<file path="config.mk">
export PLATFORM = sky130hd
export DESIGN_NAME = cle_queue
export DESIGN_NICKNAME = d
export VERILOG_FILES = /design/src/cle_pkg.sv /design/src/cle_queue.sv
export SDC_FILE = /design/constraint.sdc
export NUM_CORES = 1
export LEC_CHECK = 0
export BUFFER_PORTS_ARGS = -buffer_cell sky130_fd_sc_hd__clkbuf_2
export CAP_MARGIN = 10
export CORE_MARGIN = 8
export CORE_UTILIZATION = 34
export DETAILED_ROUTE_END_ITERATION = 10
export GPL_TIMING_DRIVEN = 0
export PLACE_DENSITY = 0.54
export SLEW_MARGIN = 5
export SYNTH_ARGS = -nofsm -noshare
export SYNTH_HDL_FRONTEND = slang
export SYNTH_SLANG_ARGS = --single-unit
</file>
<file path="constraint.sdc">
create_clock -name aclk -period 4.3 [get_ports aclk]
set_clock_uncertainty 0.15 [all_clocks]
set_input_delay 0 -clock aclk [delete_from_list [all_inputs] [get_ports aclk]]
set_output_delay 0 -clock aclk [all_outputs]
set_load 0.05 [all_outputs]
</file>
<file path="src/cle_pkg.sv">
// Shared types and codes for the circular list engine.
package cle_pkg;

    localparam int POS_W = 16;
    localparam int VAL_W = 32;

    // Input function codes
    localparam logic [2:0] FUNC_READ      = 3'd0;
    localparam logic [2:0] FUNC_INS_FRONT = 3'd1;
    localparam logic [2:0] FUNC_INS_BACK  = 3'd2;
    localparam logic [2:0] FUNC_INS_AT    = 3'd3;
    localparam logic [2:0] FUNC_REM_AT    = 3'd4;
    localparam logic [2:0] FUNC_REM_VAL   = 3'd5;

    // Internal command kinds
    localparam logic [2:0] OP_NOP       = 3'd0;
    localparam logic [2:0] OP_READ      = 3'd1;
    localparam logic [2:0] OP_INS_FRONT = 3'd2;
    localparam logic [2:0] OP_INS_BACK  = 3'd3;
    localparam logic [2:0] OP_INS_AT    = 3'd4;
    localparam logic [2:0] OP_REM_AT    = 3'd5;
    localparam logic [2:0] OP_REM_VAL   = 3'd6;

    // Result status codes
    localparam logic [1:0] STAT_OK    = 2'd0;
    localparam logic [1:0] STAT_EMPTY = 2'd1;
    localparam logic [1:0] STAT_FULL  = 2'd2;

    typedef struct packed {
        logic [2:0]              kind;
        logic [POS_W-1:0]        pos;
        logic signed [VAL_W-1:0] value;
    } cmd_t;

endpackage

</file>
<file path="src/cle_queue.sv">
// Two-entry command queue between front and back end.
module cle_queue
    import cle_pkg::*;
(
    input  logic aclk,
    input  logic aresetn,
    input  logic wr_valid,
    output logic wr_ready,
    input  cmd_t wr_cmd,
    output logic rd_valid,
    input  logic rd_ready,
    output cmd_t rd_cmd
);

    cmd_t       slot_reg [2];
    logic       wp_reg;
    logic       rp_reg;
    logic [1:0] fill_reg;
    logic       push;
    logic       pop;

    assign wr_ready = (fill_reg != 2'd2);
    assign rd_valid = (fill_reg != 2'd0);
    assign rd_cmd   = slot_reg[rp_reg];
    assign push     = wr_valid && wr_ready;
    assign pop      = rd_valid && rd_ready;

    // Pointers and fill level
    always_ff @(posedge aclk) begin
        if (!aresetn) begin
            wp_reg   <= 1'b0;
            rp_reg   <= 1'b0;
            fill_reg <= 2'd0;
        end else begin
            if (push) wp_reg <= !wp_reg;
            if (pop)  rp_reg <= !rp_reg;
            if (push && !pop)      fill_reg <= fill_reg + 2'd1;
            else if (pop && !push) fill_reg <= fill_reg - 2'd1;
        end
    end

    always_ff @(posedge aclk) begin
        if (push) begin
            slot_reg[wp_reg] <= wr_cmd;
        end
    end

endmodule

</file>
* Yosys cells after proc, flatten, opt, wreduce, memory -nomap -nowiden
Memories as Yosys holds them, arrays and structs flattened. A register that Yosys moved wholly into a read port is not among the register bits. Index checks and enable logic that the tools add are counted.
Word-level totals: output and inout port bits 53, bits in writable memories 102, input bits 55, register bits 4, memories kept 1, word-level logic and storage cells 23
Cells by class: reductions and logical operators 10, add/subtract/negate cells 2, muxes and demuxes 6, equality and inequality tests 1
Memories:
- slot_reg | words 2, bits a word 51, read ports 1, clocked after memory_dff 1, wr ports 1, RTL line cle_queue.sv:15 | cmd_t slot_reg [2];
Operators by type and width (number):
- $logic_and 1x1->1 | 4
- $logic_not 1->1 | 4
- $mux 1 | 4
- $mux 2 | 2
- $reduce_bool 2->1 | 2
- $add 2x1->2 const B | 1
- $ne 2x2->1 const B | 1
- $sub 2x1->2 const B | 1

* Longest topological paths before layout
depth after elaboration 6, mapped depth 6, depth with buffers taken out 6

* Worst setup path after synthesis
OpenSTA, ideal clock, no wires.
path type reg2reg, from register fill_reg[0], to memory slot_reg[1][0] (netlist bit) (enable), library setup time 0.414 ns, cell stages (with the launch flop) 3, period minus slack after synthesis 2.506 ns, required time 3.736 ns, arrival 1.942 ns, path buffers 0, setup slack 1.794 ns, path through dfxtp_1 nand2b_4 and3_1
On the way: cells in the longest elaborated chain, start to end 4
RTL lines:
- start: declaration | RTL line cle_queue.sv:18 | logic [1:0] fill_reg;
- start signal: assignment | RTL line cle_queue.sv:37 | if (push && !pop) fill_reg <= fill_reg + 2'd1;
- start signal: assignment | RTL line cle_queue.sv:38 | else if (pop && !push) fill_reg <= fill_reg - 2'd1;
- $ne 2x2->1 | RTL line cle_queue.sv:22 | assign wr_ready = (fill_reg != 2'd2);
- via wr_ready | RTL line cle_queue.sv:8 | output logic wr_ready,
- $logic_and 1x1->1 | RTL line cle_queue.sv:25 | assign push = wr_valid && wr_ready;
- $mux 1 | RTL line cle_queue.sv:43 | if (push) begin
- $mux 1 (implied by the code) | RTL line cle_queue.sv:44 | slot_reg[wp_reg] <= wr_cmd;
- end: declaration | RTL line cle_queue.sv:15
The timed path passes the listed nets, and every way through them passes these cells.

* Worst setup path after layout
from register fill_reg[0], to memory slot_reg[1][46] (netlist bit) (enable)
On the way: cells in the longest elaborated chain, start to end 4
RTL lines (RTL line):
- $ne 2x2->1 | cle_queue.sv:22
- $logic_and 1x1->1 | cle_queue.sv:25
- $mux 1 | cle_queue.sv:43
- $mux 1 (implied by the code) | cle_queue.sv:44
No other way between the ends.

==> impl_metrics.json <==
{
  "drt_iter0_markers": 77,
  "num-fill-cells": 1007,
  "avgSynthCellArea_um2": 21.4,
  "wl_met3_um": 553,
  "synth_warnings": 0,
  "drt_pass1_iterations": 4,
  "final_cell_area_um2": 5490,
  "antenna_found_initial": 0,
  "nets": 414,
  "syn_nets": 239,
  "worstPathRequired_ps": 4190,
  "hp-class": "in2reg",
  "gr-total-overflow": 0,
  "ys_seq_area_share_pct": 80.9,
  "post_cts_buffers": 0,
  "start_util_pct": 34.5,
  "ys_types": 19,
  "row_count": 39,
  "h-tree-depth": 3,
  "ctsLongestPathBuffers": 2,
  "vias": 2201,
  "holdWs_ps": 238,
  "largest_register_ffs": 102,
  "finalCritPeriodShare_pct": 47.6,
  "dp_hpwl_mm": 5.14,
  "cts_hold_buf": 55,
  "die_w_um": 123,
  "final_cells": 506,
  "worstPathMaxFanout": 29,
  "period_needed_ps": 2050,
  "cts-root-buf": "clkbuf_16",
  "dieArea_um2": 15200,
  "insertion_delay_ps": 330,
  "routed_via_density": 4.35,
  "rsz0062_at_grt": "no",
  "p_total_mw": 3.33,
  "first_global_vias": 2429,
  "synth_seq_cells": 107,
  "criticalPathCategory": "reg2reg",
  "critPathSlowestCell": "and3_2",
  "avgRoutedWirePerCell_um": 15.1,
  "fmax_ghz": 0.489,
  "grt_max_degree": 36,
  "antenna_cells": 0,
  "maxSlewHeadroom_pct": 48.7,
  "cts_made_buffers": 9,
  "p_per_area_nw_per_um2": 607,
  "dpl.cell_count": 435,
  "drv_cap": 0,
  "grt_pass1_wl_mm": 11.8,
  "drc_errors": 0,
  "crit_start": "fill_reg[0]",
  "crit_buf_inv": 1,
  "r2r_slack_ps": 2250,
  "crit_chain": "nand2b_4 -> and3_2 -> buf_12",
  "hold_viol_final": 0,
  "wl_met1_mm": 3.25,
  "io_buffers": 107,
  "die_y_um": 123,
  "ant_nets": 0,
  "crit_path_max_incr_delay_ps": 700,
  "crit_family": "simple AND/OR/NAND/NOR gates",
  "r2r-start": "fill_reg[0]",
  "cts.sinks": 107,
  "hold_end": "slot_reg[0][19]",
  "dpl_cell_area_um2": 4670,
  "cts_resized": 0,
  "synth_area_um2": 3910,
  "ioPinCount": 108,
  "setup.worst_path.start_class": "register",
  "core-area_um2": 11300,
  "path_clk_slew_ps": 70,
  "finalWeightedCongestion": 0.648,
  "synth_cells": 183,
  "critical_path_arrival_ps": 1940,
  "hold_path.startpoint": "wr_cmd[19]",
  "tightestPinTransition_ps": 769,
  "cts_tree": "built",
  "drive_above_1_share_pct": 51.0,
  "top_layer": "met4",
  "grt_use_total_pct": 10.2,
  "endpoint_kind": "register",
  "cellLeakagePower_nw": 2.10,
  "vdd_drop_max_uv": 392,
  "wirelength_mm": 7.62,
  "fin_tns_setup_ps": 0,
  "wl_met2_mm": 3.70,
  "r2r_cells": 3,
  "r2r_end": "slot_reg[1][46]",
  "syn_to_final_growth_pct": 40.4,
  "hold_depth": 2,
  "final-setup-viol-count": 0,
  "slew_violations": 0,
  "outcome": "finished, final reports clean"
}
synthesized netlist by cell type:
cell type    n  area share [%]
mux2_2      51              15
xor2_1       1            0.22
a21boi_0     1            0.19
dfxtp_1      5             2.6
ha_1         1            0.32
and2_1       4            0.64
or3_1        1            0.16
buf_2        6            0.77
a21bo_2      1            0.26
edfxtp_1   102              78
xnor2_1      2            0.45
o21ai_1      1            0.13
nand2b_4     1            0.35
or2_2        1            0.16
and3_1       1            0.16
inv_1        1           0.096
o21ai_0      1            0.13
a21boi_1     1            0.19
nand3b_1     1            0.19
layout by cell type, fill, tap and decap left out, types with 2 or more instances in the layout:
| master | instances |
|---|---|
| clkbuf_2 | 107 |
| edfxtp_1 | 102 |
| dlygate4sd3_1 | 55 |
| mux2_2 | 51 |
| clkbuf_16 | 9 |
| buf_2 | 6 |
| dfxtp_1 | 5 |
| and2_1 | 4 |
| clkinv_4 | 3 |
| xnor2_1 | 2 |
| buf_12 | 2 |
metrics by stage:
step | worst slack [ps] | utilization (%)
floorplan | 1790 | -
global placement | 1100 | 40.8
detailed placement | 2210 | 41.2
CTS | 2200 | 48.5
global route | 2110 | 48.5
finish | 2250 | 48.5
per-layer routing:
layer | global-route usage (%) | vias to the layer above
met3 | 3.20 | 9
li1 | - | 1064
met5 | 0 | -
met2 | 16.8 | 65
met1 | 12.2 | 1063
met4 | 4.29 | 0
power breakdown:
part / internal (mW) / switching (mW) / total [mW]
Sequential: 1.30 / 0.0363 / 1.34
Clock: 0.393 / 0.353 / 0.746
Combinational: 0.379 / 0.869 / 1.25
Total: 2.07 / 1.26 / 3.33
area by class of cell:
type / count / area, um2 / share of cell area (%)
plain buffers: 6 / 30.0 / 0.547
multi-input cells: 69 / 714 / 13.0
clock buffers: 10 / 229 / 4.17
clock inverters: 6 / 42.5 / 0.775
inverters: 1 / 3.75 / 0.0684
flip-flops and latches: 107 / 3160 / 57.6
well taps: 143 / 179 / 3.26
repair buffers: 164 / 1130 / 20.5
worst max path at each step:
stage | to | slack, ps | cells after the start
floorplan | slot_reg[1][0] | 1790 | 2
global placement | slot_reg[1][50] | 1100 | 2
detailed placement | slot_reg[1][46] | 2210 | 3
CTS | slot_reg[1][50] | 2200 | 3
global route | slot_reg[1][46] | 2110 | 3
finish | slot_reg[1][46] | 2250 | 3
cell families after synthesis:
group / count (synthesis) / share of synthesized area (%)
AOI/OAI and AO/OA: 5 / 0.896
xor gates and xnor gates: 3 / 0.672
adders and majority gates: 1 / 0.320
buffers and inverters: 7 / 0.864
DFF: 107 / 80.9
muxes: 51 / 14.7
and+or+nand+nor: 9 / 1.66
worst reg2reg max path: stages, from the launching register on:
cell and delay, ps:
dfxtp_1 430, nand2b_4 180, and3_2 700, buf_12 270
(Power assumes the default switching activity.)
