$ cat src/cle_pkg.sv
// Shared types and codes for the circular list engine.
package cle_pkg;

    localparam int POS_W = 16;
    localparam int VAL_W = 32;

    // Input function codes
    localparam logic [2:0] FUNC_READ      = 3'd0;
    localparam logic [2:0] FUNC_INS_FRONT = 3'd1;
    localparam logic [2:0] FUNC_INS_BACK  = 3'd2;
    localparam logic [2:0] FUNC_INS_AT    = 3'd3;
    localparam logic [2:0] FUNC_REM_AT    = 3'd4;
    localparam logic [2:0] FUNC_REM_VAL   = 3'd5;

    // Internal command kinds
    localparam logic [2:0] OP_NOP       = 3'd0;
    localparam logic [2:0] OP_READ      = 3'd1;
    localparam logic [2:0] OP_INS_FRONT = 3'd2;
    localparam logic [2:0] OP_INS_BACK  = 3'd3;
    localparam logic [2:0] OP_INS_AT    = 3'd4;
    localparam logic [2:0] OP_REM_AT    = 3'd5;
    localparam logic [2:0] OP_REM_VAL   = 3'd6;

    // Result status codes
    localparam logic [1:0] STAT_OK    = 2'd0;
    localparam logic [1:0] STAT_EMPTY = 2'd1;
    localparam logic [1:0] STAT_FULL  = 2'd2;

    typedef struct packed {
        logic [2:0]              kind;
        logic [POS_W-1:0]        pos;
        logic signed [VAL_W-1:0] value;
    } cmd_t;

endpackage

$ cat src/cle_front.sv
// Front end: accepts input transfers and classifies them into commands.
module cle_front
    import cle_pkg::*;
(
    input  logic                    aclk,
    input  logic                    aresetn,
    input  logic                    in_valid,
    output logic                    in_ready,
    input  logic [2:0]              in_func,
    input  logic [POS_W-1:0]        in_pos,
    input  logic signed [VAL_W-1:0] in_value,
    output logic                    cmd_valid,
    input  logic                    cmd_ready,
    output cmd_t                    cmd
);

    logic fv_reg;
    cmd_t fcmd_reg;
    cmd_t dec;

    // Decode function code; insert at position is reduced to max(p,1)-1
    always_comb begin
        dec.pos   = in_pos;
        dec.value = in_value;
        unique case (in_func)
            FUNC_READ:      dec.kind = OP_READ;
            FUNC_INS_FRONT: dec.kind = OP_INS_FRONT;
            FUNC_INS_BACK:  dec.kind = OP_INS_BACK;
            FUNC_INS_AT: begin
                dec.kind = OP_INS_AT;
                dec.pos  = (in_pos == '0) ? '0 : in_pos - POS_W'(1);
            end
            FUNC_REM_AT:    dec.kind = OP_REM_AT;
            FUNC_REM_VAL:   dec.kind = OP_REM_VAL;
            default:        dec.kind = OP_NOP;
        endcase
    end

    assign in_ready  = !fv_reg || cmd_ready;
    assign cmd_valid = fv_reg;
    assign cmd       = fcmd_reg;

    // Hold stage
    always_ff @(posedge aclk) begin
        if (!aresetn) begin
            fv_reg <= 1'b0;
        end else if (in_ready) begin
            fv_reg <= in_valid;
        end
    end

    always_ff @(posedge aclk) begin
        if (in_valid && in_ready) begin
            fcmd_reg <= dec;
        end
    end

endmodule

$ cat config.mk
export PLATFORM = sky130hd
export DESIGN_NAME = cle_front
export DESIGN_NICKNAME = d
export VERILOG_FILES = /design/src/cle_pkg.sv /design/src/cle_front.sv
export SDC_FILE = /design/constraint.sdc
export NUM_CORES = 1
export LEC_CHECK = 0
export ABC_CLOCK_PERIOD_IN_PS = 2750
export BUFFER_PORTS_ARGS = -buffer_cell sky130_fd_sc_hd__buf_2
export CAP_MARGIN = 20
export CORE_MARGIN = 5
export CORE_UTILIZATION = 40
export CTS_BUF_LIST = sky130_fd_sc_hd__clkbuf_16
export DETAILED_ROUTE_END_ITERATION = 10
export PLACE_DENSITY = 0.82
export RECOVER_POWER = 25
export SETUP_SLACK_MARGIN = 0.4
export SLEW_MARGIN = 20
export SYNTH_ARGS = -nofsm -noshare
export SYNTH_HDL_FRONTEND = slang
export SYNTH_SLANG_ARGS = --single-unit
$ cat constraint.sdc
create_clock -name aclk -period 2.75 [get_ports aclk]
set_input_delay 0.1375 -clock aclk [delete_from_list [all_inputs] [get_ports aclk]]
set_output_delay 0.1375 -clock aclk [all_outputs]
set_load 0.01 [all_outputs]
# ---- Yosys cells after proc, flatten, opt, wreduce, memory -nomap -nowiden
# Cells that the tools add are included.
dict set report totals {
  ff_bits 52
  in_bits 55
  output_inout_bits 53
  elab_cells 18
}
dict set report op_classes {
  addsub 1
  eq_ne 5
  n_mux 3
  reduce_logical 5
}
# cell count
set op_table {}
lappend op_table {{16-bit two-way mux} 2}
lappend op_table {{3-bit case mux with 6 select lines} 1}
lappend op_table {{16-bit logical NOT} 1}
lappend op_table {{16-bit by 1-bit subtractor with 16-bit output, second input constant} 1}
lappend op_table {{3-bit by 2-bit equality test with 1-bit output, second input constant} 2}
lappend op_table {{3-bit equality test, second input constant} 2}
lappend op_table {{3-bit by 1-bit equality test with 1-bit output, second input constant} 1}
lappend op_table {{3-bit logical NOT} 1}
lappend op_table {{1-bit logical AND} 1}
lappend op_table {{1-bit logical NOT} 1}
lappend op_table {{1-bit logical OR} 1}

# ---- Logic depth before layout (Yosys ltp)
# Gate-level depths: netlist of the first run.
dict set report depth {
  ltp_word 3
  ltp_mapped 6
}

# ---- Least setup slack after synthesis of the first run
# Ideal clock, no wire load.
dict set report synth_path {
  kind {flip-flop to flip-flop}
  start {register fv_reg, in the netlist cmd_valid}
  end {register fcmd_reg (netlist bit cmd[0]), enable pin}
  t_arrival_ps 1729
  required_time_ps 2336
  slack_ps 607
  path_stages_with_launch 3
  n_path_buf 0
  period_less_slack_ps 2143
  path_cell_list {dfxtp_1 > nand2b_1 > and2_1}
}
dict set report synth_via {
  elab_chain_len 3
}
# element line
set synth_rtl {}
lappend synth_rtl {{start: declaration} cle_front.sv:17} ;# logic fv_reg;
lappend synth_rtl {{start signal: assignment} cle_front.sv:48} ;# fv_reg <= in_valid;
lappend synth_rtl {{1-bit logical NOT} cle_front.sv:39} ;# assign in_ready = !fv_reg || cmd_ready;
lappend synth_rtl {{1-bit logical OR} cle_front.sv:39}
lappend synth_rtl {{net in_ready} cle_front.sv:8} ;# output logic in_ready,
lappend synth_rtl {{1-bit logical AND} cle_front.sv:53} ;# if (in_valid && in_ready) begin
lappend synth_rtl {{end signal: assignment} cle_front.sv:54} ;# fcmd_reg <= dec;
lappend synth_rtl {{end: declaration} cle_front.sv:18} ;# cmd_t fcmd_reg;
# The timed path passes the listed nets, and every way through them passes these cells.
# A chain may end at the register's enable or synchronous reset.

==> results of run 1 <==
report_power, final:
part / internal, mW / switching (mW)
Clock: 0.424 / 0.248
Sequential: 0.927 / 0.0102
Combinational: 0.0750 / 0.103
cells by family (layout without fill, tap and decap cells):
| family | Yosys count | count (layout) | synth area share |
|---|---|---|---|
| multiplexers | 2 | 2 | 0.0109 |
| adder cells (fa/ha/maj) | 1 | 1 | 0.00606 |
| buffers and inverters | 5 | 121 | 0.00970 |
| AND/OR/NAND/NOR | 48 | 48 | 0.141 |
| flip-flops | 52 | 52 | 0.752 |
| XOR/XNOR | 7 | 7 | 0.0297 |
| AO/OA/AOI/OAI | 17 | 17 | 0.0509 |
through the flow:
step	hold slack, ns	instance area [um2]	utilization	power (mW)
detailed placement	0.316	2700	0.532	1.14
CTS	0.0206	2860	0.564	1.81
global route	0.0152	2860	0.563	1.86
floorplan	0.236	2060	-	1.03
global placement	0.314	2700	0.532	1.13
finish	0.0265	2860	0.563	1.79
layout make-up:
cell class	instances	area [um2]	share of cell area
Timing Repair Buffer	109	544	0.191
Sequential cell	52	1550	0.543
Clock inverter	3	38.8	0.0136
Clock buffer	5	125	0.0438
Inverter	4	15.0	0.00526
Tap cell	70	87.6	0.0307
Multi-Input combinational cell	75	493	0.173
layout by cell type, fill, tap and decap left out, types with 2 or more instances in the layout:
cell | synthesis | layout
buf_2 | 1 | 102
clkbuf_16 | 0 | 5
o31ai_1 | 3 | 3
nor2_1 | 12 | 12
inv_1 | 4 | 5
nand3_1 | 4 | 4
buf_4 | 0 | 2
nand2b_1 | 4 | 4
xor2_1 | 7 | 7
nand2_1 | 8 | 8
a21oi_1 | 3 | 3
mux2_2 | 2 | 2
o21ai_0 | 7 | 7
nor4_4 | 2 | 2
nor3_1 | 5 | 5
edfxtp_1 | 51 | 51
nand4b_1 | 2 | 2
clkbuf_1 | 0 | 5
per-layer routing:
metal  up-vias  GRT usage  part of all wire
li1        730          -                 -
met1       653      0.147              0.36
met2        56      0.242              0.53
met3         6     0.0351             0.095
met4         0     0.0598             0.017
met5         -          0                 0
sequential cells by signal (all words and copies together), names as in the netlist:
register   cells
cmd           51
cmd_valid      1
final timing paths:
path | depth (start not counted) | to | slack (ns)
worst max-delay path | 7 | cmd[43] | 0.97
worst min-delay path | 1 | cmd[2] | 0.03
worst max register to register | 3 | cmd[30] | 1.49
worst min register to register | 2 | cmd_valid | 0.54
==> flow_summary.json, run 1 <==
{
  "critPathSlowestCell": "nor3b_1",
  "required_ns": 2.77,
  "yosys.area.top_type": "edfxtp_1",
  "clkLatencyLatePin_ns": 0.28,
  "vias": 1445,
  "drc_errors": 0,
  "avgSynthCellArea_um2": 15.6,
  "cts-htree-levels": 2,
  "clock_skew_ns": 0.00281,
  "drt-wirelength-per-cell_um": 14.2,
  "cts.sinks": 52,
  "worst_pin_slew_ns": 0.532,
  "nNetsFinal": 303,
  "async_reset_ff_frac": 0,
  "place_congestion": 0.780,
  "crit_type": "in -> reg",
  "synthFlopType": "edfxtp_1",
  "overflow": 0,
  "grt_max_degree": 32,
  "io_pins": 108,
  "p_per_area_nw_per_um2": 626,
  "crit_family": "simple AND/OR/NAND/NOR gates",
  "diodes": 0,
  "critical_path_arrival_ns": 1.80,
  "ir_drop_v": 0.000252,
  "finalHoldViolations": 0,
  "crit_path_end_kind": "flop",
  "finalSetupTns_ns": 0,
  "synth_common_cells": "edfxtp_1, nor2_1, nand2_1, o21ai_0, xor2_1",
  "r2r-start": "cmd_valid",
  "drt_iter0_markers": 47,
  "port_buffers": 107,
  "status": "finished clean",
  "rsz0062_at_grt": "false",
  "clk_pin_slew_ns": 0.06,
  "drv_cap": 0,
  "numCtsBuffers": 5,
  "synth_edf_count": 51,
  "synth_area_leaders": "edfxtp_1, xor2_1, nor2_1",
  "post_cts_resized": 0,
  "fin_crit_sh": 0.646,
  "startpoint": "in_pos[0]",
  "path_cells": "buf_2, inv_1, ha_1, nor3b_1, nand4_2, nor2_2, nor2_1",
  "p_leak_nw": 1.17,
  "viasPerCell": 4.54,
  "synth_top_area_frac": 0.742,
  "clock_path_buffers": 2,
  "drv_slew": 0,
  "hold_class": "in -> reg",
  "tritoncts": "built",
  "yosysMostFrequentCell": "edfxtp_1",
  "dp.cells": 310,
  "critPathMaxStageDelay_ns": 0.47,
  "die-area_um2": 6690,
  "initial_utilization": 0.407,
  "slew_headroom": 0.644,
  "crit_path_start_kind": "input pin",
  "first_pass_iters": 4,
  "ys_seq_area_frac": 0.752,
  "fin_crit_ns": 1.78,
  "grt_pass1_wl_um": 6630,
  "yosysUniqueCellTypes": 32,
  "min_from": "in_value[2]",
  "yosysWarnings": 0,
  "cts_setup_buffers": 0,
  "dp_slack_ns": 0.648,
  "setup_viol_count_final": 0,
  "wl_um": 4520,
  "layout_setup_ws_ns": 0.974,
  "fp.dieH_um": 81.8,
  "grt_antenna_before_repair": 0,
  "syn_area_um2": 2060,
  "detail-route-antenna-nets": 0,
  "root_buffer": "clkbuf_16",
  "cp_num_buf_inv": 2,
  "track_usage": 0.134,
  "worstPathMaxFanout": 10,
  "fin_cells": 318,
  "syn_to_final_growth_pct": 38.4,
  "core-area_um2": 5070,
  "syn_nets": 188,
  "timing.fmax_mhz": 563,
  "drive_above_1_share": 0.492,
  "syn_inst": 132,
  "die_w_um": 81.8,
  "n_fill_cell": 446,
  "synth_seq_cells": 52,
  "dp_hpwl_um": 3640,
  "cts_hold_repair.buffers": 0,
  "grt_pass1_vias": 1377,
  "row_count": 26
}
(Power assumes the default switching activity.)
==> inputs of run 2 (changes only) <==
--- a/config.mk
+++ b/config.mk
@@ -5,7 +5,7 @@
 export SDC_FILE = /design/constraint.sdc
 export NUM_CORES = 1
 export LEC_CHECK = 0
-export ABC_CLOCK_PERIOD_IN_PS = 2750
+export ABC_CLOCK_PERIOD_IN_PS = 1700
 export BUFFER_PORTS_ARGS = -buffer_cell sky130_fd_sc_hd__buf_2
 export CAP_MARGIN = 20
 export CORE_MARGIN = 5
==> constraint.sdc (replaced) <==
create_clock -name aclk -period 1.7 [get_ports aclk]
set_input_delay 0.085 -clock aclk [delete_from_list [all_inputs] [get_ports aclk]]
set_output_delay 0.085 -clock aclk [all_outputs]
set_load 0.01 [all_outputs]
==> run 2 against run 1 <==
Compared with the run above:
- register-to-register slack lost 1.0 ns
- count of clock-buffer cells in the layout is the same
- final cell count grew 12%
- sequential power grew 62%
- combinational power grew 110%
- largest cell class unchanged
- die area is the same
- critical path type unchanged
- core utilization grew 8.3 points
- first-iteration DRC count grew 19%
- clock skew is essentially flat
- hold slack gained 0.045 ns
- final area grew 15%
- critical endpoint is now cmd[44]
==> flow_summary.json, run 2 (synthesis gave the netlist of run 1 again) <==
{
  "timing.fmax_mhz": 779,
  "clkLatencyLatePin_ns": 0.28,
  "numCtsBuffers": 5,
  "grt_max_degree": 30,
  "clock_skew_ns": 0.00316,
  "finalHoldViolations": 0,
  "min_from": "aresetn",
  "wl_um": 4990,
  "p_per_area_nw_per_um2": 908,
  "drv_cap": 0,
  "cts-htree-levels": 2,
  "grt_antenna_before_repair": 0,
  "p_leak_nw": 1.35,
  "startpoint": "in_pos[0]",
  "drive_above_1_share": 0.474,
  "place_congestion": 0.782,
  "dp_hpwl_um": 3680,
  "grt_pass1_wl_um": 7380,
  "hold_ws_ns": 0.0713,
  "largest_reg_flops": 51,
  "ir_drop_v": 0.000457,
  "diodes": 0,
  "clock_path_buffers": 2,
  "r2r-start": "cmd_valid",
  "fin_crit_ns": 1.28,
  "vias": 1619,
  "drt_iter0_markers": 56,
  "tritoncts": "built",
  "total_power_mw": 2.97,
  "required_ns": 1.73,
  "io_pins": 108,
  "final_cell_mix": "buf_2, edfxtp_1, dlygate4sd3_1, nor2_1, nand2_1",
  "fin_cells": 355,
  "worst_pin_slew_ns": 0.365,
  "syn_to_final_growth_pct": 58.8,
  "worstPathMaxFanout": 6,
  "final_common_cell": "buf_2",
  "root_buffer": "clkbuf_16",
  "first_pass_iters": 4,
  "status": "finished clean",
  "drc_errors": 0,
  "die-area_um2": 6690,
  "worstHoldPathCells": 2,
  "overflow": 0,
  "setup_viol_count_final": 0,
  "crit_path_end_kind": "flop",
  "fin_crit_sh": 0.755,
  "row_count": 26,
  "slew_headroom": 0.755,
  "fin_util": 0.645,
  "crit_type": "in -> reg",
  "finalSetupTns_ns": 0,
  "grt_pass1_vias": 1653,
  "die_w_um": 81.8,
  "port_buffers": 107,
  "drv_slew": 0,
  "fp.dieH_um": 81.8,
  "detail-route-antenna-nets": 0,
  "critical_path_arrival_ns": 1.31,
  "rsz0062_at_grt": "true",
  "crit_path_start_kind": "input pin",
  "worst_r2r_path_depth": 3,
  "initial_utilization": 0.407,
  "drt-wirelength-per-cell_um": 14.0,
  "cts.sinks": 52,
  "hold_class": "in -> reg",
  "viasPerCell": 4.56,
  "nNetsFinal": 340,
  "clk_pin_slew_ns": 0.06,
  "dp.cells": 313,
  "core-area_um2": 5070,
  "track_usage": 0.146
}
[run 2: per-stage QoR]
stage,setup WS (ns),area [um2]
3_3_place_gp,0.120,2770
2_1_floorplan,0.317,2110
6_report,0.416,3280
4_1_cts,0.391,3260
3_5_place_dp,0.0756,2770
5_1_grt,0.382,3280
[run 2: what timing repair did]
item,CTS,global route
buffers inserted,1,1
pin swaps,1,1
hold endpoints to repair,32,0
gates resized for setup,0,2
hold buffers,32,0
setup endpoints to repair,10,11
[run 2: final timing paths]
check             slack [ns]        end
setup / recovery        0.42    cmd[44]
hold / removal          0.07  cmd_valid
setup reg to reg        0.47    cmd[27]
hold reg to reg         0.57  cmd_valid
[run 2: critical path: stages]
cell,delay [ns]
buf_2,0.14
inv_4,0.07
ha_4,0.13
nor3b_4,0.24
nand4_4,0.17
nor3_2,0.17
mux2_4,0.31
[run 2: per-layer routing]
layer | up-vias | wire length, um | track usage
li1 | 807 | - | -
met1 | 747 | 1740 | 0.145
met2 | 59 | 2860 | 0.290
met3 | 6 | 318 | 0.0340
met4 | 0 | 62 | 0.0515
met5 | - | 0 | 0
[run 2: cell type report]
class                           count  area [um2]
Tap cell                           70        87.6
Fill cell                         397        1800
Clock buffer                        5         125
Sequential cell                    52        1550
Multi-Input combinational cell     75         548
Inverter                            4        17.5
Timing Repair Buffer              146         903
Clock inverter                      3        42.5
[run 2: power by group]
part           total [mW]  internal (mW)  switching [mW]
sequential           1.52           1.50          0.0170
clock                1.09          0.690           0.401
combinational       0.366          0.180           0.187
total                2.97           2.37           0.605
==> inputs of run 3 (changes only) <==
--- a/config.mk
+++ b/config.mk
@@ -5,14 +5,14 @@
 export SDC_FILE = /design/constraint.sdc
 export NUM_CORES = 1
 export LEC_CHECK = 0
-export ABC_CLOCK_PERIOD_IN_PS = 1700
+export ABC_CLOCK_PERIOD_IN_PS = 1040
 export BUFFER_PORTS_ARGS = -buffer_cell sky130_fd_sc_hd__buf_2
 export CAP_MARGIN = 20
 export CORE_MARGIN = 5
 export CORE_UTILIZATION = 40
 export CTS_BUF_LIST = sky130_fd_sc_hd__clkbuf_16
 export DETAILED_ROUTE_END_ITERATION = 10
-export PLACE_DENSITY = 0.82
+export PLACE_DENSITY = 0.85
 export RECOVER_POWER = 25
 export SETUP_SLACK_MARGIN = 0.4
 export SLEW_MARGIN = 20
==> constraint.sdc (replaced) <==
create_clock -name aclk -period 1.04 [get_ports aclk]
set_input_delay 0.052 -clock aclk [delete_from_list [all_inputs] [get_ports aclk]]
set_output_delay 0.052 -clock aclk [all_outputs]
set_load 0.01 [all_outputs]
==> run 3 against run 2 <==
Compared with the run above:
- the flow now finishes with violations (negative hold slack, negative setup slack)
- hold slack lost 0.13 ns
- final cell count is 2.5% higher
- clock power rose by 41%
- count of clock-buffer cells in the layout unchanged
- via count up 4.8%
- core utilization grew 6.1 points
- die area stayed put
- first-iteration DRC count decreased by 14%
- final area is 9.4% higher
- wire length increased by 8.9%
- largest power group unchanged
- register-to-register slack lost 0.51 ns
==> flow_summary.json, run 3 (synthesis gave the netlist of run 1 again) <==
{
  "slew_headroom": 0.701,
  "multiInputGateArea_um2": 666,
  "p_sw_frac": 0.218,
  "n_fill_cell": 380,
  "place_congestion": 0.795,
  "crit_type": "in -> reg",
  "vias": 1697,
  "rsz0062_at_grt": "true",
  "die_w_um": 81.8,
  "power_frac_clock": 0.322,
  "syn_to_final_growth_pct": 73.7,
  "port_buffers": 107,
  "drive_above_1_share": 0.670,
  "critPathMaxStageDelay_ns": 0.31,
  "worstPathMaxFanout": 6,
  "p_seq_frac": 0.520,
  "setup_viol_count_final": 65,
  "critPathSlowestCell": "mux2_4",
  "die-area_um2": 6690,
  "crit_path_start_kind": "input pin",
  "crit_path_end_kind": "flop",
  "grt_pass1_vias": 1637,
  "cp_num_buf_inv": 2,
  "grt_pass1_wl_um": 7610,
  "drt-wirelength-per-cell_um": 14.9,
  "initial_utilization": 0.407,
  "critical_path_arrival_ns": 1.20,
  "clkLatencyLatePin_ns": 0.28,
  "io_pins": 108,
  "final_common_cell": "buf_2",
  "crit_family": "simple AND/OR/NAND/NOR gates",
  "nNetsFinal": 349,
  "grt_max_degree": 22,
  "clk_pin_slew_ns": 0.06,
  "numCtsBuffers": 5,
  "dp.cells": 342,
  "timing.fmax_mhz": 856,
  "p_leak_nw": 1.55,
  "diodes": 0,
  "row_count": 26,
  "fin_crit_sh": 1.12,
  "layout_setup_ws_ns": -0.129,
  "hold_ws_ns": -0.0573,
  "dp_hpwl_um": 3970,
  "clock_skew_ns": 0.00335,
  "ir_drop_v": 0.000790,
  "root_buffer": "clkbuf_16",
  "drv_slew": 0,
  "internal-power_mw": 3.73,
  "drc_errors": 0,
  "tritoncts": "built",
  "hold_class": "in -> reg",
  "status": "finished with violations",
  "cts-htree-levels": 2,
  "core-area_um2": 5070,
  "grt_antenna_before_repair": 0,
  "dpl_cell_area_um2": 3020,
  "detail-route-antenna-nets": 0,
  "p_per_area_nw_per_um2": 1330,
  "overflow": 0,
  "cts.sinks": 52,
  "track_usage": 0.149,
  "largest_reg_flops": 51,
  "drv_cap": 0,
  "drt_iter0_markers": 48,
  "viasPerCell": 4.66,
  "fin_cells": 364,
  "p_comb_frac": 0.158,
  "p_sw_mw": 1.04,
  "final_area_um2": 3580,
  "fin_crit_ns": 1.17,
  "violations": "negative hold slack, negative setup slack",
  "first_pass_iters": 4,
  "required_ns": 1.07,
  "final_cell_mix": "buf_2, edfxtp_1, buf_4, buf_6, clkbuf_16",
  "clock_path_buffers": 2,
  "fp.dieH_um": 81.8,
  "finalHoldViolations": 32,
  "path_cells": "buf_6, nor4_4, buf_4, nand4_4, nor3_4, mux2_4",
  "wl_um": 5430,
  "worst_pin_slew_ns": 0.442,
  "seq_area_um2": 1560
}
==> run 3: worst reg2reg max path: stages (launching register included) <==
cell and delay [ns]:
dfxtp_4 0.35, nand2b_4 0.08, and2_4 0.21, clkbuf_16 0.16
==> run 3: area by class of cell <==
cell class	count	share of cell area
Tap cell	70	0.0244
Inverter	4	0.00559
Timing Repair Buffer	154	0.311
Clock buffer	5	0.0349
Multi-Input combinational cell	76	0.186
Clock inverter	3	0.00419
Sequential cell	52	0.434
==> run 3: path summary, 6_finish.rpt <==
check                                   from         to  slack (ns)  cells past startpoint
worst max-delay path               in_pos[7]    cmd[44]       -0.13                      6
worst min-delay path            in_value[13]    cmd[13]       -0.06                      1
worst max register to register     cmd_valid    cmd[21]       -0.04                      3
worst min register to register     cmd_valid  cmd_valid        0.68                      4
==> run 3: what timing repair did <==
action / 4_1_cts / 5_1_grt
cloned: 1 / 5
endpoints found under the hold margin: 32 / 32
endpoints found under the setup margin: 121 / 121
setup buffers: 5 / 3
gates resized for setup: 32 / 26
pin swaps: 6 / 9
==> run 3: per-layer routing <==
layer,GRT usage,share of wire,vias to the layer above,routed length [um]
met5,0,0,-,0
met4,0.0515,0.012,0,67
met3,0.0252,0.071,8,388
met2,0.290,0.56,70,3050
met1,0.161,0.36,795,1930
li1,-,-,824,-
==> run 3: stage by stage <==
stage	setup TNS, ns	util	setup slack [ns]	hold slack [ns]	total power, mW
floorplan	-14.08	-	-0.310	0.151	2.73
global placement	-5.84	0.594	-0.467	0.229	3.10
detailed placement	-6.62	0.594	-0.539	0.231	3.12
CTS	-4.21	0.662	-0.114	-0.0642	4.71
global route	-4.96	0.706	-0.182	-0.0684	4.96
finish	-2.67	0.706	-0.129	-0.0573	4.77
==> run 3: power by group through the flow <==
stage          Combinational [mW]  Clock (mW)  Sequential, mW
2_1_floorplan               0.132           0            2.60
6_report                    0.754        1.54            2.48
4_1_cts                     0.659        1.57            2.48
3_3_place_gp                0.575           0            2.52
3_5_place_dp                0.592           0            2.52
5_1_grt                     0.810        1.66            2.49
